$ cat src/assert_macros.svh
// Assertion shorthands shared by the controller RTL.
// Include with the bare file name; each macro expands to one labeled property.
`ifndef ASSERT_MACROS_SVH
`define ASSERT_MACROS_SVH

// Same-cycle implication, disabled while reset is high.
`define ASSERT_IMPL(label, clk, rst, ante, cons, msg) \
  label: assert property (@(posedge clk) disable iff (rst) (ante) |-> (cons)) \
    else $error(msg);

// Next-cycle implication, disabled while reset is high.
`define ASSERT_NEXT(label, clk, rst, ante, cons, msg) \
  label: assert property (@(posedge clk) disable iff (rst) (ante) |=> (cons)) \
    else $error(msg);

`endif

$ cat src/pid_pkg.sv
// Shared types and constants for the PID controller step block.
// No dependencies; imported by pid_cfg, pid_calc, the top level and the testbench.
`default_nettype none

package pid_pkg;

  localparam int DATA_WIDTH_DEF = 16;
  localparam int FILTER_SHIFT   = 2;
  localparam int GAIN_FRAC_BITS = 8;

  localparam int CFG_W      = 16;
  localparam int CFG_ADDR_W = 3;
  localparam int ACC_W      = 32;
  localparam int SLOPE_W    = 18;
  localparam int COUNT_W    = 3;

  localparam logic [COUNT_W-1:0] COUNT_MAX    = 3'd7;
  localparam logic [COUNT_W-1:0] SETTLE_LIMIT = 3'd4;

  localparam logic CMD_STEP  = 1'b0;
  localparam logic CMD_CLEAR = 1'b1;

  typedef enum logic [CFG_ADDR_W-1:0] {
    REG_GAIN_P        = 3'd0,
    REG_GAIN_I        = 3'd1,
    REG_GAIN_D        = 3'd2,
    REG_FEED_FORWARD  = 3'd3,
    REG_DRIVE_MAX     = 3'd4,
    REG_DRIVE_MIN     = 3'd5,
    REG_INTEGRAL_ZONE = 3'd6,
    REG_SETTLE_BAND   = 3'd7
  } cfg_reg_t;

  localparam logic [CFG_W-1:0] GAIN_P_RST        = 16'h0100;
  localparam logic [CFG_W-1:0] GAIN_I_RST        = 16'h0000;
  localparam logic [CFG_W-1:0] GAIN_D_RST        = 16'h0000;
  localparam logic [CFG_W-1:0] FEED_FORWARD_RST  = 16'h0000;
  localparam logic [CFG_W-1:0] DRIVE_MAX_RST     = 16'h7fff;
  localparam logic [CFG_W-1:0] DRIVE_MIN_RST     = 16'h8000;
  localparam logic [CFG_W-1:0] INTEGRAL_ZONE_RST = 16'hffff;
  localparam logic [CFG_W-1:0] SETTLE_BAND_RST   = 16'h0000;

  // Gains and clamps are two's complement, zone and band are unsigned.
  typedef struct packed {
    logic [CFG_W-1:0] gain_p;
    logic [CFG_W-1:0] gain_i;
    logic [CFG_W-1:0] gain_d;
    logic [CFG_W-1:0] feed_forward;
    logic [CFG_W-1:0] drive_max;
    logic [CFG_W-1:0] drive_min;
    logic [CFG_W-1:0] integral_zone;
    logic [CFG_W-1:0] settle_band;
  } cfg_t;

  // Member order puts drive in the lowest bits, matching the output tdata layout.
  typedef struct packed {
    logic [ACC_W-1:0] integral_out;
    logic             settled;
    logic [CFG_W-1:0] drive;
  } result_t;

endpackage

`default_nettype wire

$ cat src/pid_calc.sv
// Single-pass PID step datapath: error, derivative filter, weighted sum,
// clamp, integral and settle updates. Pure combinational; depends on pid_pkg.
`default_nettype none

module pid_calc #(
  parameter int DATA_WIDTH = pid_pkg::DATA_WIDTH_DEF
) (
  input  pid_pkg::cfg_t                cfg,
  input  logic                         cmd,
  input  logic [DATA_WIDTH-1:0]        measured,
  input  logic [DATA_WIDTH-1:0]        setpoint,
  input  logic [pid_pkg::ACC_W-1:0]    integral_acc,
  input  logic [DATA_WIDTH:0]          prior_error,
  input  logic [pid_pkg::SLOPE_W-1:0]  filtered_slope,
  input  logic [pid_pkg::COUNT_W-1:0]  settle_count,
  input  logic                         settled_flag,
  output logic [pid_pkg::ACC_W-1:0]    integral_acc_next,
  output logic [DATA_WIDTH:0]          prior_error_next,
  output logic [pid_pkg::SLOPE_W-1:0]  filtered_slope_next,
  output logic [pid_pkg::COUNT_W-1:0]  settle_count_next,
  output logic                         settled_flag_next,
  output pid_pkg::result_t             res
);
  import pid_pkg::*;

  localparam int EW  = DATA_WIDTH + 1;
  localparam int DW2 = EW + 1;
  localparam int AW  = (EW > CFG_W) ? EW : CFG_W;
  localparam int TW  = ((DW2 > SLOPE_W) ? DW2 : SLOPE_W) + 1;
  localparam int UW  = TW + 1;
  localparam int PPW = EW + CFG_W;
  localparam int PIW = ACC_W + CFG_W;
  localparam int PDW = SLOPE_W + CFG_W;
  localparam int SW  = ((PPW > PIW) ? PPW : PIW) + 2;
  localparam int DV  = SW + 1;
  localparam int IW  = ((EW > ACC_W) ? EW : ACC_W) + 1;

  logic signed [EW-1:0]      err;
  logic signed [EW-1:0]      prev;
  logic        [EW-1:0]      aerr;
  logic                      in_band;
  logic                      in_zone;
  logic        [COUNT_W-1:0] count_upd;

  logic signed [DW2-1:0]     diff;
  logic signed [SLOPE_W-1:0] slope_cur;
  logic signed [TW-1:0]      gap;
  logic signed [TW-1:0]      slope_inc;
  logic signed [UW-1:0]      slope_sum;
  logic        [UW-SLOPE_W:0] slope_top;
  logic signed [SLOPE_W-1:0] slope_new;

  logic signed [CFG_W-1:0]   kp, ki, kd, ff, dmax, dmin;
  logic signed [ACC_W-1:0]   acc;
  logic signed [PPW-1:0]     p_p;
  logic signed [PIW-1:0]     p_i;
  logic signed [PDW-1:0]     p_d;
  logic signed [SW-1:0]      wsum;
  logic signed [SW-1:0]      scaled;
  logic signed [DV-1:0]      drv;
  logic                      over_hi;
  logic                      under_lo;
  logic        [CFG_W-1:0]   drive_cl;

  logic signed [IW-1:0]      acc_sum;
  logic        [IW-ACC_W:0]  acc_top;
  logic        [ACC_W-1:0]   acc_sat;
  logic        [ACC_W-1:0]   acc_upd;

  assign kp   = $signed(cfg.gain_p);
  assign ki   = $signed(cfg.gain_i);
  assign kd   = $signed(cfg.gain_d);
  assign ff   = $signed(cfg.feed_forward);
  assign dmax = $signed(cfg.drive_max);
  assign dmin = $signed(cfg.drive_min);
  assign acc  = $signed(integral_acc);

  // Error and its magnitude; |err| of the most negative value still fits in EW bits.
  assign err  = $signed({setpoint[DATA_WIDTH-1], setpoint})
              - $signed({measured[DATA_WIDTH-1], measured});
  assign prev = $signed(prior_error);
  assign aerr = err[EW-1] ? $unsigned(-err) : $unsigned(err);

  assign in_band = AW'(aerr) <= AW'(cfg.settle_band);
  assign in_zone = AW'(aerr) <  AW'(cfg.integral_zone);

  assign count_upd = !in_band                   ? '0 :
                     (settle_count == COUNT_MAX) ? settle_count :
                                                   settle_count + 3'd1;

  // First-order low-pass on the per-step error difference, saturated to the slope width.
  assign diff      = DW2'(err) - DW2'(prev);
  assign slope_cur = $signed(filtered_slope);
  assign gap       = TW'(diff) - TW'(slope_cur);
  assign slope_inc = gap >>> FILTER_SHIFT;
  assign slope_sum = UW'(slope_cur) + UW'(slope_inc);
  assign slope_top = slope_sum[UW-1:SLOPE_W-1];
  assign slope_new = ((&slope_top) || !(|slope_top)) ? slope_sum[SLOPE_W-1:0] :
                     {slope_sum[UW-1], {(SLOPE_W-1){~slope_sum[UW-1]}}};

  // Three products in parallel, one adder tree, then floor scaling.
  assign p_p    = PPW'(err) * PPW'(kp);
  assign p_i    = PIW'(acc) * PIW'(ki);
  assign p_d    = PDW'(slope_new) * PDW'(kd);
  assign wsum   = SW'(p_p) + SW'(p_i) + SW'(p_d);
  assign scaled = wsum >>> GAIN_FRAC_BITS;
  assign drv    = DV'(scaled) + DV'(ff);

  // Upper clamp has priority over the lower one.
  assign over_hi  = drv > DV'(dmax);
  assign under_lo = drv < DV'(dmin);
  assign drive_cl = over_hi  ? cfg.drive_max :
                    under_lo ? cfg.drive_min : drv[CFG_W-1:0];

  assign acc_sum = IW'(acc) + IW'(err);
  assign acc_top = acc_sum[IW-1:ACC_W-1];
  assign acc_sat = ((&acc_top) || !(|acc_top)) ? acc_sum[ACC_W-1:0] :
                   {acc_sum[IW-1], {(ACC_W-1){~acc_sum[IW-1]}}};

  // Anti-windup: hold the integral on a clamped step.
  assign acc_upd = (over_hi || under_lo) ? integral_acc :
                   in_zone               ? acc_sat : '0;

  always_comb begin
    if (cmd == CMD_CLEAR) begin
      integral_acc_next   = '0;
      prior_error_next    = '0;
      filtered_slope_next = '0;
      settle_count_next   = '0;
      settled_flag_next   = 1'b0;
      res                 = '0;
    end else begin
      integral_acc_next   = acc_upd;
      prior_error_next    = $unsigned(err);
      filtered_slope_next = $unsigned(slope_new);
      settle_count_next   = count_upd;
      settled_flag_next   = settled_flag || (count_upd > SETTLE_LIMIT);
      res.drive           = drive_cl;
      res.settled         = settled_flag || (count_upd > SETTLE_LIMIT);
      res.integral_out    = acc_upd;
    end
  end

endmodule

`default_nettype wire

$ cat config.mk
export PLATFORM = sky130hd
export DESIGN_NAME = pid_calc
export DESIGN_NICKNAME = d
export VERILOG_FILES = /design/src/assert_macros.svh /design/src/pid_pkg.sv /design/src/pid_calc.sv
export SDC_FILE = /design/constraint.sdc
export NUM_CORES = 2
export LEC_CHECK = 0
export BUFFER_PORTS_ARGS = -buffer_cell sky130_fd_sc_hd__buf_2
export CAP_MARGIN = 20
export CORE_ASPECT_RATIO = 1.1
export CORE_MARGIN = 2
export CORE_UTILIZATION = 35
export DETAILED_ROUTE_END_ITERATION = 10
export PLACE_DENSITY = 0.6
export SETUP_SLACK_MARGIN = 0.15
export SLEW_MARGIN = 25
export SYNTH_ARGS = -nofsm -noshare
export SYNTH_HDL_FRONTEND = slang
export SYNTH_SLANG_ARGS = --single-unit
$ cat constraint.sdc
create_clock -name vclk -period 23.4
set_input_delay 3.51 -clock vclk [all_inputs]
set_output_delay 3.51 -clock vclk [all_outputs]
set_load 0.05 [all_outputs]
==> results.json <==
{
  "status": "finished, violations left",
  "failed_checks": "negative setup slack",
  "drv_cap": 0,
  "yosysSeqAreaShare_pct": 0,
  "synth_fp_nets": 7924,
  "grt_first_pass_wirelength_um": 261000,
  "grt-ovfl-total": 0,
  "yosysWarnings": 0,
  "drtAntennaViolNets": 0,
  "drt-total-wl_um": 166000,
  "arrival_ns": 20.94,
  "path_buf_inv": 19,
  "ys_types": 83,
  "die_x_um": 372,
  "synth_most_common_cell": "inv_1",
  "yosysTopAreaCell": "fa_1",
  "use_met3_pct": 1.22,
  "utilization_pct": 42.8,
  "finalSetupTns_ns": -73.55,
  "cp_slowest_cell": "fa_1",
  "die_area_um2": 152000,
  "synth_cells": 5921,
  "initial_core_util_pct": 35.2,
  "grt-busiest-layer": "met2",
  "place_area_um2": 60700,
  "crit_top_cell": "fa_1",
  "end_kind": "primary output",
  "core_um2": 148000,
  "vias": 42701,
  "synth.top_cell.area_share_pct": 49.9,
  "synthTopCellsByArea": "fa_1, ha_1, inv_1, nand2_1, and2_1",
  "fin_crit_sh_pct": 104,
  "max-slew-margin-rel_pct": 26.7,
  "areaGrowthSynthToFinish_pct": 21.8,
  "critPathTopFamily": "adder cells",
  "critPathMaxFanout": 12,
  "synth_common_cells": "inv_1, fa_1, nand2_1",
  "final-seq-area_um2": 0,
  "antenna_found_initial": 25,
  "port_buffers": 352,
  "seq_cell_count": 0,
  "postLayoutCellArea_um2": 63300,
  "wl_per_cell_um": 19.1,
  "setup_viol": 80,
  "pin_count": 352,
  "nets": 8700,
  "num_rows": 148,
  "critical_path.startpoint_type": "input port",
  "drc": 0,
  "gr-usage-met1_pct": 25.8,
  "drive_gt1_share_pct": 20.0,
  "cp.required_ns": 19.89,
  "use_met2_pct": 41.6,
  "place_ws_ns": -1.67,
  "synth.avg_cell_area_um2": 8.78,
  "place_hpwl_um": 143000,
  "via_per_inst": 4.94,
  "fmax_mhz": 40.9,
  "grt_pass1_vias": 46928,
  "hold_class": "in -> out",
  "drt_iter0_markers": 2084,
  "globalplace.congestion": 0.900,
  "rsz0062_at_grt": "yes",
  "netlist_area_um2": 52000,
  "critPathKind": "in -> out",
  "tightest_slew_ns": 1.07,
  "grt_usage_pct": 22.2,
  "max_stage_delay_ns": 0.59,
  "drt_pre_antenna_iters": 6,
  "hold_violations": 0,
  "period_needed_ns": 24.45,
  "setup_ws_ns": -1.05,
  "hold_buffers": 0,
  "drv_slew": 0,
  "clock_buffers": 0,
  "grt_max_degree": 38,
  "die_y_um": 408
}
-- metrics by stage --
| step | instances | hold slack, ns |
|---|---|---|
| floorplan | 5921 | 7.22 |
| detailed placement | 8569 | 7.47 |
| global route | 8651 | 7.48 |
| global placement | 8569 | 7.46 |
| finish | 8652 | 7.46 |
| CTS | 8609 | 7.45 |
-- worst paths after layout --
path / start / endpoint / slack [ns] / depth (start not counted)
worst max-delay path: setpoint[0] / res[21] / -1.05 / 83
worst min-delay path: cfg[62] / res[14] / 7.46 / 4
-- cell usage in the layout, fill, tap and decap left out, drive strengths merged, types with 5 or more instances in the layout --
master / instances
nand2b: 60
o211ai: 14
a31oi: 25
o21bai: 14
and4: 5
xor2: 44
a211oi: 29
o21a: 49
ha: 474
a22oi: 5
or2: 6
nand4b: 5
a221o: 5
nor3: 36
nand4: 33
nor2: 181
a21boi: 13
xnor2: 106
inv: 1518
nand2: 660
and2: 350
and3: 115
o31a: 8
mux2i: 5
diode: 7
o31ai: 13
nor2b: 57
o21ai: 145
a21oi: 166
a21o: 84
fa: 1297
nor3b: 6
nor4: 6
or3: 11
a211o: 6
buf: 1019
a2111oi: 11
nand3: 50
-- repair_timing --
item / CTS / global route
pin swaps: 115 / 115
buffers inserted: 35 / 31
cloned: 5 / 5
resized for setup: 277 / 175
setup endpoints to repair: 80 / 80
-- area by class of cell --
class	instances	area [um2]
antenna	7	17.5
fill	14587	84500
inverter	1520	5710
multi-input combinational	4151	47200
tap	1950	2440
timing repair buffer	1024	7920
-- cells by family (layout without fill, tap and decap cells) --
kind of cell,after synthesis,after routing,synth area share (%)
AOI/OAI and AO/OA,634,634,7.93
adders and majority gates,1772,1772,61.4
xor gates and xnor gates,150,150,2.53
muxes,7,7,0.140
buffers and inverters,1770,2544,13.1
other,0,7,0
and+or+nand+nor,1588,1588,15.0
-- metal layers --
| layer | vias to the layer above | routed length [um] |
|---|---|---|
| met5 | - | 73 |
| met4 | 10 | 9580 |
| met3 | 311 | 5810 |
| met2 | 1009 | 88800 |
| met1 | 22114 | 61300 |
| li1 | 19257 | - |
Power is not shown: default switching activity piles up to over one toggle a cycle in this logic, so the estimate is an artifact.
