--- src/assert_macros.svh ---
// Assertion shorthands shared by the controller RTL.
// Include with the bare file name; each macro expands to one labeled property.
`ifndef ASSERT_MACROS_SVH
`define ASSERT_MACROS_SVH

// Same-cycle implication, disabled while reset is high.
`define ASSERT_IMPL(label, clk, rst, ante, cons, msg) \
  label: assert property (@(posedge clk) disable iff (rst) (ante) |-> (cons)) \
    else $error(msg);

// Next-cycle implication, disabled while reset is high.
`define ASSERT_NEXT(label, clk, rst, ante, cons, msg) \
  label: assert property (@(posedge clk) disable iff (rst) (ante) |=> (cons)) \
    else $error(msg);

`endif

--- src/pid_pkg.sv ---
// Shared types and constants for the PID controller step block.
// No dependencies; imported by pid_cfg, pid_calc, the top level and the testbench.
`default_nettype none

package pid_pkg;

  localparam int DATA_WIDTH_DEF = 16;
  localparam int FILTER_SHIFT   = 2;
  localparam int GAIN_FRAC_BITS = 8;

  localparam int CFG_W      = 16;
  localparam int CFG_ADDR_W = 3;
  localparam int ACC_W      = 32;
  localparam int SLOPE_W    = 18;
  localparam int COUNT_W    = 3;

  localparam logic [COUNT_W-1:0] COUNT_MAX    = 3'd7;
  localparam logic [COUNT_W-1:0] SETTLE_LIMIT = 3'd4;

  localparam logic CMD_STEP  = 1'b0;
  localparam logic CMD_CLEAR = 1'b1;

  typedef enum logic [CFG_ADDR_W-1:0] {
    REG_GAIN_P        = 3'd0,
    REG_GAIN_I        = 3'd1,
    REG_GAIN_D        = 3'd2,
    REG_FEED_FORWARD  = 3'd3,
    REG_DRIVE_MAX     = 3'd4,
    REG_DRIVE_MIN     = 3'd5,
    REG_INTEGRAL_ZONE = 3'd6,
    REG_SETTLE_BAND   = 3'd7
  } cfg_reg_t;

  localparam logic [CFG_W-1:0] GAIN_P_RST        = 16'h0100;
  localparam logic [CFG_W-1:0] GAIN_I_RST        = 16'h0000;
  localparam logic [CFG_W-1:0] GAIN_D_RST        = 16'h0000;
  localparam logic [CFG_W-1:0] FEED_FORWARD_RST  = 16'h0000;
  localparam logic [CFG_W-1:0] DRIVE_MAX_RST     = 16'h7fff;
  localparam logic [CFG_W-1:0] DRIVE_MIN_RST     = 16'h8000;
  localparam logic [CFG_W-1:0] INTEGRAL_ZONE_RST = 16'hffff;
  localparam logic [CFG_W-1:0] SETTLE_BAND_RST   = 16'h0000;

  // Gains and clamps are two's complement, zone and band are unsigned.
  typedef struct packed {
    logic [CFG_W-1:0] gain_p;
    logic [CFG_W-1:0] gain_i;
    logic [CFG_W-1:0] gain_d;
    logic [CFG_W-1:0] feed_forward;
    logic [CFG_W-1:0] drive_max;
    logic [CFG_W-1:0] drive_min;
    logic [CFG_W-1:0] integral_zone;
    logic [CFG_W-1:0] settle_band;
  } cfg_t;

  // Member order puts drive in the lowest bits, matching the output tdata layout.
  typedef struct packed {
    logic [ACC_W-1:0] integral_out;
    logic             settled;
    logic [CFG_W-1:0] drive;
  } result_t;

endpackage

`default_nettype wire

--- src/pid_cfg.sv ---
// Configuration register file for the PID controller step block.
// Depends on pid_pkg for the register map and reset values.
`default_nettype none

module pid_cfg (
  input  logic                         clk,
  input  logic                         rst,
  input  logic                         cfg_we,
  input  logic [pid_pkg::CFG_ADDR_W-1:0] cfg_addr,
  input  logic [pid_pkg::CFG_W-1:0]    cfg_wdata,
  output pid_pkg::cfg_t                cfg
);
  import pid_pkg::*;

  always_ff @(posedge clk) begin
    if (rst) begin
      cfg.gain_p        <= GAIN_P_RST;
      cfg.gain_i        <= GAIN_I_RST;
      cfg.gain_d        <= GAIN_D_RST;
      cfg.feed_forward  <= FEED_FORWARD_RST;
      cfg.drive_max     <= DRIVE_MAX_RST;
      cfg.drive_min     <= DRIVE_MIN_RST;
      cfg.integral_zone <= INTEGRAL_ZONE_RST;
      cfg.settle_band   <= SETTLE_BAND_RST;
    end else if (cfg_we) begin
      case (cfg_reg_t'(cfg_addr))
        REG_GAIN_P:        cfg.gain_p        <= cfg_wdata;
        REG_GAIN_I:        cfg.gain_i        <= cfg_wdata;
        REG_GAIN_D:        cfg.gain_d        <= cfg_wdata;
        REG_FEED_FORWARD:  cfg.feed_forward  <= cfg_wdata;
        REG_DRIVE_MAX:     cfg.drive_max     <= cfg_wdata;
        REG_DRIVE_MIN:     cfg.drive_min     <= cfg_wdata;
        REG_INTEGRAL_ZONE: cfg.integral_zone <= cfg_wdata;
        REG_SETTLE_BAND:   cfg.settle_band   <= cfg_wdata;
        default: begin
        end
      endcase
    end
  end

endmodule

`default_nettype wire

--- config.mk ---
export PLATFORM = sky130hd
export DESIGN_NAME = pid_cfg
export DESIGN_NICKNAME = d
export VERILOG_FILES = /design/src/assert_macros.svh /design/src/pid_pkg.sv /design/src/pid_cfg.sv
export SDC_FILE = /design/constraint.sdc
export NUM_CORES = 1
export LEC_CHECK = 0
export BUFFER_PORTS_ARGS = -buffer_cell sky130_fd_sc_hd__buf_2
export CELL_PAD_IN_SITES_DETAIL_PLACEMENT = 0
export CELL_PAD_IN_SITES_GLOBAL_PLACEMENT = 2
export CORE_ASPECT_RATIO = 2
export CORE_MARGIN = 10
export CORE_UTILIZATION = 34
export CTS_CLUSTER_SIZE = 16
export DETAILED_ROUTE_END_ITERATION = 16
export PLACE_DENSITY_LB_ADDON = 0.2
export SKIP_LAST_GASP = 1
export SLEW_MARGIN = 10
export SYNTH_ARGS = -nofsm -noshare
export SYNTH_HDL_FRONTEND = slang
export SYNTH_SLANG_ARGS = --single-unit
--- constraint.sdc ---
create_clock -name clk -period 3 [get_ports clk]
set_input_delay 0.15 -clock clk [delete_from_list [all_inputs] [get_ports clk]]
set_output_delay 0.15 -clock clk [all_outputs]
set_load 0.01 [all_outputs]
==> results of run 1 <==
[layout by cell type (no fill, tap or decap)]
cell type / instances
and4bb_2: 2
buf_2: 148
buf_4: 7
bufinv_16: 3
clkbuf_16: 17
clkbuf_8: 3
clkinv_2: 3
clkinv_4: 2
clkinvlp_4: 2
dfxtp_1: 128
inv_6: 2
mux2i_1: 128
nand2b_1: 111
nand4_2: 1
nand4b_1: 3
nand4bb_1: 1
nor2_1: 49
or4b_1: 1
[report_power, final]
group	internal [W]	switching [W]	total, W
clock network	0.00138	0.000771	0.00215
registers	0.00174	0.0000215	0.00176
logic	0.000104	0.000149	0.000253
total	0.00322	0.000942	0.00416
[worst max-delay path by stage]
stage	end	slack, ps	cells past startpoint	startpoint
final	cfg[4]$_SDFFE_PP0P_	1750	4	rst
after global routing	cfg[2]$_SDFFE_PP0P_	1650	4	rst
after CTS	cfg[4]$_SDFFE_PP0P_	1740	4	rst
after detailed placement	cfg[4]$_SDFFE_PP0P_	1300	4	rst
after global placement	cfg[127]$_SDFFE_PP0P_	1350	4	rst
after floorplan	cfg[127]$_SDFFE_PP0P_	1800	4	cfg_addr[0]
[per-stage QoR]
stage	instance area, um2	worst slack, ps	total power [W]	std cells	utilization [%]
2_1_floorplan	4970	1800	0.00195	456	-
3_3_place_gp	5840	1350	0.00205	771	40.7
3_5_place_dp	5840	1300	0.00206	771	40.7
4_1_cts	6460	1740	0.00421	803	45.0
5_1_grt	6460	1650	0.00431	803	45.0
6_report	6460	1750	0.00416	803	45.0
[critical path, cell delays in order]
cell and delay (ps):
buf_4 600, buf_4 480, nand2b_1 160, mux2i_1 70
[cell type report]
class | count | area share (%)
clock buffers | 20 | 7.22
clock inverters | 12 | 2.40
multi-input cells | 296 | 34.7
flip-flops and latches | 128 | 39.7
well taps | 192 | 3.72
repair buffers | 155 | 12.3
[layer usage]
layer / global-route usage [%] / part of all wire [%]
met1: 15.3 / 39
met2: 27.5 / 54
met3: 4.62 / 5.0
met4: 4.87 / 1.3
met5: 0 / 0
[logic make-up after synthesis]
group	share of synthesized area, %
buffers and inverters	3.32
flip-flops	51.5
AND/OR/NAND/NOR	19.4
multiplexers	25.8
==> run metrics, run 1 <==
power per cell area 644 mW/mm2; initial core utilization 34.6%; clock buffer count from CTS 17; Min Hold Slack 21.7 ps; number of flip-flops in the largest register 128; endpoint of the worst-slack reg-to-reg timing path cfg[40]$_SDFFE_PP0P_; number of max-capacitance violations reported 0; Max transition margin 37.6%; clock tree from TritonCTS built; synthesized area per cell 10.9 um2; top flop regs cfg: 128 flops; path depth of the worst reg2reg path 2; peak fanout along the critical path 100; count of endpoints failing setup in the final report 0; via count of the first global-routing pass 3921; required time of the critical path 3270 ps; post-synthesis async set-or-reset flop share 0%; clock-pin slew on the worst setup and hold paths 60 ps; kind of end point of the critical path flop; clk root buf clkbuf_16; Wirelength per Cell 18.7 um; hold worst-path end cfg[28]$_SDFFE_PP1P_; leading cell types by total area after synthesis dfxtp_1, mux2i_1, nand2b_1; vias per std cell 4.58; slew at the pin with the worst max-slew slack 936 ps; area of the multi-input gates 0.00224 mm2; Die H 191 um; total wire length 15000 um; sum of net half-perimeters after detailed placement 11000 um; proportion of netlist area held by the largest area contributor 51.5%; Fillers 1391; Fin Setup TNS 0 ps; count of input and output buffers 149; Post-synth EDFFs 0; launch instance of the worst register-to-register path cfg[40]$_SDFFE_PP0P_; vias post-DR 3674; number of design-rule violations left by the first detailed-router iteration 110; weighted congestion at the end of routability-driven global placement 0.727; Max VDD drop 0.388 mV; antenna violations before repair 0; final clock period utilization by the worst path 41.7%; Initial DRT Pass Iterations 4; area grow syn2layout 30.0%; setup repair after global routing missed its margin no; Leakage Power 3.28 nW; Residual DRC 0; io pins 150; aggregate global routing overflow 0; data arrival at the endpoint of the critical path 1520 ps; register with the most flip-flops cfg; post-CTS resize count 0; clock latency on the worst-skew pair 410 ps; type of the setup path with the least slack in2reg; antenna violation net count after detailed routing 0; first-pass GRT wire length 23000 um; maximum number of pins on one net before global-route repair 101; cell types with the highest counts after synthesis dfxtp_1, mux2i_1, nand2b_1; element type at the critical path start input pin; Max Slew Vio Count 0; core region area 0.0144 mm2; fraction of the yosys area taken by sequential cells 51.5%; Mapped Area 0.00497 mm2; most used flip-flop cell after synthesis dfxtp_1; share of layout cells above drive strength 1 31.1%; maximum count of clock buffers along a single path 2; CTS Hold Bufs 0; FP Rows 62; r2r setup slk 2340 ps; total global routing track utilization 14.8%; Inserted Diodes 0; cells after synthesis 456; total of flip-flops plus latches after synthesis 128; Fmax achieved 799 MHz; number of different library cells in the post-synthesis netlist 14; level count of the clock H-tree 4; number of setup buffers added after CTS 0; skew final 0 ps; Cells on Worst Hold Path 3; count of clock tree sinks 128; number of hold violations in the final report 0; worst hold start cfg_wdata[12]; result of the run complete, no violations; worst hold path class in2reg; minimum period implied by the final worst setup slack 1250 ps; synthesized net count 478; die outline width 106 um; number of nets in the finished design 620; area leader, netlist dfxtp_1; Storage cell area 0.00256 mm2; area of the die 0.0202 mm2; yosys warns 0
Power figures use the tool's default switching activity.
==> run 2: changes to the inputs <==
--- a/config.mk
+++ b/config.mk
@@ -10,7 +10,7 @@
 export CELL_PAD_IN_SITES_GLOBAL_PLACEMENT = 2
 export CORE_ASPECT_RATIO = 2
 export CORE_MARGIN = 10
-export CORE_UTILIZATION = 34
+export CORE_UTILIZATION = 32
 export CTS_CLUSTER_SIZE = 16
 export DETAILED_ROUTE_END_ITERATION = 16
 export PLACE_DENSITY_LB_ADDON = 0.2
==> constraint.sdc (replaced) <==
create_clock -name clk -period 1.2 [get_ports clk]
set_input_delay 0.06 -clock clk [delete_from_list [all_inputs] [get_ports clk]]
set_output_delay 0.06 -clock clk [all_outputs]
set_load 0.01 [all_outputs]
==> run metrics, run 2 (synthesis gave the netlist of run 1 again) <==
result of the run complete, no violations; level count of the clock H-tree 4 (unchanged); aggregate global routing overflow 0 (unchanged); number of design-rule violations left by the first detailed-router iteration 76 (-31%); via count of the first global-routing pass 4132 (+5.4%); count of clock tree sinks 128 (unchanged); Inserted Diodes 0 (unchanged); antenna violations before repair 0 (unchanged); power per cell area 1580 mW/mm2 (+150%); net switching component of the power 0.00242 W (+160%); count of input and output buffers 149 (unchanged); weighted congestion at the end of routability-driven global placement 0.744 (+2.5%); Clock power frac 52.8% (+1.2 points); clock-pin slew on the worst setup and hold paths 60 ps (about the same); skew final 0 ps (unchanged); vias per std cell 4.49 (-1.8%); worst hold start rst; internal power contribution 0.00845 W (+160%); kind of end point of the critical path output pin; launch instance of the worst register-to-register path cfg[122]$_SDFFE_PP0P_; slowest cell on the critical path dfxtp_1; Switching Fraction 22.2% (-0.39 points); most used cells in the layout excluding fill and tap cells buf_2, mux2i_1, dfxtp_1; type of the setup path with the least slack reg2out; antenna violation net count after detailed routing 0 (unchanged); Max Slew Vio Count 0 (unchanged); top flop regs cfg: 128 flops; maximum number of pins on one net before global-route repair 41 (-59%); crit path buf inv count 1 (-1); highest layer used for signal routing met4; cell count after placement 794 (+3.0%); clock latency on the worst-skew pair 410 ps (about the same); register with the most flip-flops cfg; Die H 196 um (+2.8%); setup repair after global routing missed its margin no; Met2 Routed Length 8560 um (+5.2%); total wire length 15500 um (+3.3%); FP Rows 64 (+3.2%); area of the die 0.0212 mm2 (+5.3%); clk root buf clkbuf_16; core region area 0.0153 mm2 (+6.6%); clock buffer count from CTS 17 (unchanged); total global routing track utilization 14.9% (+0.026 points); clock tree from TritonCTS built; number of setup buffers added after CTS 0 (unchanged); number of non-filler instances in the completed layout 842 (+4.9%); maximum count of clock buffers along a single path 2 (unchanged); Residual DRC 0 (unchanged); worst hold path class in2reg; data arrival at the endpoint of the critical path 930 ps (-590 ps); met3 layer wire length in the routed design 755 um (+0.13%); number of hold violations in the final report 0 (unchanged); Fillers 1499 (+7.8%); area of the multi-input gates 0.00224 mm2 (unchanged); element type at the critical path start flop; met1 routed wirelength after detailed routing 5900 um (-0.34%); sum of net half-perimeters after detailed placement 11600 um (+5.7%); power share of the combinational group 6.8% (+0.7 points); number of max-capacitance violations reported 0 (unchanged); Initial DRT Pass Iterations 7 (+3); minimum period implied by the final worst setup slack 990 ps; number of flip-flops in the largest register 128 (unchanged); Max VDD drop 0.960 mV (+150%); die outline width 108 um (+2.5%); first-pass GRT wire length 24100 um (+4.6%); final clock period utilization by the worst path 82.5%; cell class contributing the biggest share of worst-path delay flip-flops; Leakage Power 3.47 nW (+6.0%); io pins 150 (unchanged); Storage cell area 0.00256 mm2 (unchanged); vias post-DR 3784 (+3.0%); Fmax achieved 1010 MHz; required time of the critical path 1140 ps (-2130 ps); delay of the slowest critical-path stage 370 ps (-230 ps); crit-path cells buf_2; slew at the pin with the worst max-slew slack 474 ps (-462 ps); Max transition margin 68.4% (+31 points); area grow syn2layout 38.5%; peak fanout along the critical path 2 (-98%); count of endpoints failing setup in the final report 0 (unchanged); most common library cell in the layout ignoring fill and taps buf_2; number of nets in the finished design 653 (+5.3%); Design Power 0.0109 W (+160%); share of layout cells above drive strength 1 31.8% (+0.74 points); sequential power share 40.5% (-1.8 points); Wirelength per Cell 18.4 um (-1.5%); Critical Path Start cfg[120]$_SDFFE_PP1P_; initial core utilization 32.5% (-2.1 points)
## run 2: cell types whose count changed in the layout (fill, tap and decap cells not counted), sizes merged
cell | previous run | this run
buf | 155 | 172
clkinv | 5 | 2
inv | 2 | 3
dlygate4sd3 | 0 | 16
bufinv | 3 | 5
## run 2: final cells by class
| class | count | area share [%] |
|---|---|---|
| tap | 198 | 3.60 |
| sequential | 128 | 37.2 |
| clock inverter | 12 | 2.98 |
| multi-input combinational | 296 | 32.6 |
| timing repair buffer | 188 | 17.1 |
| clock buffer | 20 | 6.49 |
## run 2: repair_timing
action / 4_1_cts / 5_1_grt
gates resized for setup: 0 / 0
endpoints found under the hold margin: 32 / 0
hold buffers: 16 / 0
## run 2: routing by layer
| layer | up-vias | global-route usage [%] |
|---|---|---|
| met5 | - | 0 |
| met4 | 0 | 6.02 |
| met3 | 17 | 3.71 |
| met2 | 97 | 27.5 |
| met1 | 1812 | 15.1 |
| li1 | 1858 | - |
## run 2: power groups by stage
stage                     clock network, W  logic (W)  registers [W]
after floorplan                          0   0.000335        0.00453
after global placement                   0   0.000707        0.00449
after detailed placement                 0   0.000714        0.00449
after CTS                          0.00585   0.000757        0.00440
after global routing               0.00602   0.000800        0.00441
final                              0.00574   0.000735        0.00440
## run 2: path summary, 6_finish.rpt
check                           to  slack (ps)  depth (start not counted)
max reg2reg  cfg[122]$_SDFFE_PP0P_         560                          2
max                       cfg[120]         210                          1
min           cfg[38]$_SDFFE_PP0P_         170                          4
min reg2reg    cfg[7]$_SDFFE_PP0P_         470                          2
## run 2: per-stage QoR
| stage | util [%] | hold WS [ps] | setup TNS, ps | instance area (um2) | setup WS, ps |
|---|---|---|---|---|---|
| 2_1_floorplan | - | 231 | 0 | 4970 | 88.8 |
| 3_3_place_gp | 39.7 | 351 | -3.31 | 6080 | -3.31 |
| 3_5_place_dp | 39.7 | 356 | -60.6 | 6080 | -18.9 |
| 4_1_cts | 45.0 | 159 | 0 | 6890 | 178 |
| 5_1_grt | 45.0 | 183 | 0 | 6890 | 158 |
| 6_report | 45.0 | 170 | 0 | 6890 | 210 |
==> run 3: changes to the inputs <==
--- a/config.mk
+++ b/config.mk
@@ -5,12 +5,13 @@
 export SDC_FILE = /design/constraint.sdc
 export NUM_CORES = 1
 export LEC_CHECK = 0
+export ABC_AREA = 1
 export BUFFER_PORTS_ARGS = -buffer_cell sky130_fd_sc_hd__buf_2
 export CELL_PAD_IN_SITES_DETAIL_PLACEMENT = 0
 export CELL_PAD_IN_SITES_GLOBAL_PLACEMENT = 2
 export CORE_ASPECT_RATIO = 2
 export CORE_MARGIN = 10
-export CORE_UTILIZATION = 32
+export CORE_UTILIZATION = 25
 export CTS_CLUSTER_SIZE = 16
 export DETAILED_ROUTE_END_ITERATION = 16
 export PLACE_DENSITY_LB_ADDON = 0.2
==> constraint.sdc (replaced) <==
create_clock -name clk -period 0.8 [get_ports clk]
set_input_delay 0.04 -clock clk [delete_from_list [all_inputs] [get_ports clk]]
set_output_delay 0.04 -clock clk [all_outputs]
set_load 0.01 [all_outputs]
==> run metrics, run 3 <==
number of different library cells in the post-synthesis netlist 14 (unchanged); Post-synth EDFFs 0 (unchanged); net switching component of the power 0.00422 W (+74%); weighted congestion at the end of routability-driven global placement 0.748 (+0.47%); proportion of netlist area held by the largest area contributor 51.7% (+0.17 points); Residual DRC 0 (unchanged); Leakage Power 3.75 nW (+8.1%); maximum number of pins on one net before global-route repair 49 (+20%); cell count after placement 1100 (+39%); power share of the combinational group 12.8% (+6.0 points); required time of the critical path 760 ps (-380 ps); number of nets in the finished design 914 (+40%); number of flip-flops in the largest register 128 (unchanged); initial core utilization 25.5% (-7.0 points); post-synthesis async set-or-reset flop share 0% (unchanged); element type at the critical path start flop; FP Rows 72 (+13%); number of design-rule violations left by the first detailed-router iteration 231 (+200%); antenna violation net count after detailed routing 0 (unchanged); placed inst area 0.00650 mm2 (+7.0%); Mapped Area 0.00496 mm2 (-0.33%); Initial DRT Pass Iterations 4 (-3); register with the most flip-flops cfg; kind of end point of the critical path output pin; sequential power share 40.9% (+0.4 points); count of clock tree sinks 128 (unchanged); top flop regs cfg: 128 flops; clk root buf clkbuf_16; via count of the first global-routing pass 5251 (+27%); yosys warns 0 (unchanged); Fmax achieved 1080 MHz; clock latency on the worst-skew pair 420 ps (about the same); clock-pin slew on the worst setup and hold paths 60 ps (about the same); synthesized net count 712 (+49%); Max Slew Vio Count 0 (unchanged); vias per std cell 4.35 (-3.3%); leading cell types by total area after synthesis dfxtp_1, nor2_1, nand2_1; Clock power frac 46.3% (-6.5 points); clock tree from TritonCTS built; count of endpoints failing setup in the final report 129 (+129); post-layout util 42.9% (-2.2 points); most common library cell in the layout ignoring fill and taps nor2_1; delay of the slowest critical-path stage 360 ps (about the same); synthesized area per cell 7.18 um2 (-34%); Final WS setup -124 ps (-334 ps); setup repair after global routing missed its margin yes; Final Instance Area 0.00834 mm2 (+21%); io pins 150 (unchanged); internal power contribution 0.0124 W (+47%); Max VDD drop 1.06 mV (+11%); clock buffer count from CTS 17 (unchanged); aggregate global routing overflow 0 (unchanged); slowest cell on the critical path dfxtp_2; crit-path cells buf_6; cells after synthesis 690 (+51%); minimum period implied by the final worst setup slack 924 ps; sum of net half-perimeters after detailed placement 13900 um (+20%); Max transition margin 71.0% (+2.6 points); Critical Path Start cfg[110]$_SDFFE_PP0P_; skew final 0 ps (unchanged); area leader, netlist dfxtp_1; slew at the pin with the worst max-slew slack 434 ps (-39.5 ps); number of hold violations in the final report 0 (unchanged); number of non-filler instances in the completed layout 1164 (+38%); worst hold start rst; launch instance of the worst register-to-register path cfg[41]$_SDFFE_PP0P_; area of the die 0.0262 mm2 (+23%); most used cells in the layout excluding fill and tap cells nor2_1, nand2_1, dfxtp_2, buf_6, nand3_1; vias post-DR 5059 (+34%); total wire length 19000 um (+23%); final clock period utilization by the worst path 116%; type of the setup path with the least slack reg2out; power per cell area 2000 mW/mm2 (+27%); maximum count of clock buffers along a single path 2 (unchanged); Switching Fraction 25.3% (+3.1 points); cell class contributing the biggest share of worst-path delay flip-flops; share of layout cells above drive strength 1 43.0% (+11 points); result of the run finished with violations; cell types with the highest counts after synthesis nor2_1, nand2_1, dfxtp_1; Inserted Diodes 0 (unchanged); worst hold path class in2reg; Wirelength per Cell 16.4 um (-11%); peak fanout along the critical path 2 (unchanged); core region area 0.0195 mm2 (+27%); number of max-capacitance violations reported 0 (unchanged); antenna violations before repair 0 (unchanged); crit path buf inv count 1 (unchanged); Die H 219 um (+12%); level count of the clock H-tree 4 (unchanged); total global routing track utilization 14.7% (-0.19 points); most used flip-flop cell after synthesis dfxtp_1; first-pass GRT wire length 29700 um (+23%); data arrival at the endpoint of the critical path 880 ps (-50 ps); violated checks setup timing; count of input and output buffers 149 (unchanged); die outline width 120 um (+11%); fraction of the yosys area taken by sequential cells 51.7% (+0.17 points); total of flip-flops plus latches after synthesis 128 (unchanged); cell with the most instances after synthesis nor2_1; area grow syn2layout 68.3%
-- run 3: routing by layer --
layer  track usage (%)  part of all wire, %
met2              27.0                   54
met1              14.5                   37
met5                 0                    0
met4              6.47                  2.5
met3              4.94                  6.2
-- run 3: path summary, 6_finish.rpt --
check / slack [ps] / to / cells past startpoint
min reg2reg: 460 / cfg[26]$_SDFFE_PP1P_ / 2
max reg2reg: 0 / cfg[41]$_SDFFE_PP0P_ / 4
max: -120 / cfg[110] / 1
min: 40 / cfg[16]$_SDFFE_PP1P_ / 4
-- run 3: cell type report --
class                           count  area (um2)
Sequential cell                   128        2720
Tap cell                          259         324
Multi-Input combinational cell    500        2110
Inverter                           23        88.8
Timing Repair Buffer              222        2500
Clock inverter                     13         139
Clock buffer                       19         453
Fill cell                        2065       11100
-- run 3: cells by family (layout without fill, tap and decap cells) --
kind of cell / after synthesis / in the layout / synth area share, %
and+or+nand+nor: 499 / 499 / 42.3
DFF: 128 / 128 / 51.7
AOI/OAI and AO/OA: 1 / 1 / 0.101
buffers and inverters: 62 / 277 / 5.91
-- run 3: repair_timing --
action | in CTS | in global routing
endpoints found under the setup margin | 128 | 144
buffers inserted | 14 | 5
gates resized for setup | 260 | 3
hold buffers | 16 | 0
hold endpoints to repair | 33 | 0
-- run 3: power by group through the flow --
| stage | clock (W) | combinational, W | sequential [W] |
|---|---|---|---|
| global placement | 0 | 0.00180 | 0.00686 |
| global route | 0.00821 | 0.00234 | 0.00685 |
| finish | 0.00771 | 0.00213 | 0.00682 |
| detailed placement | 0 | 0.00182 | 0.00687 |
| CTS | 0.00794 | 0.00217 | 0.00682 |
| floorplan | 0 | 0.000769 | 0.00696 |
-- run 3: through the flow --
step | total power (W) | setup slack [ps] | TNS, ps | hold slack, ps
floorplan | 0.00772 | -59.3 | -1190 | 153
global placement | 0.00867 | -251 | -24410 | 280
detailed placement | 0.00869 | -328 | -27260 | 279
CTS | 0.0169 | -158 | -15020 | 27.3
global route | 0.0174 | -159 | -16670 | 36.3
finish | 0.0167 | -124 | -11820 | 42.5
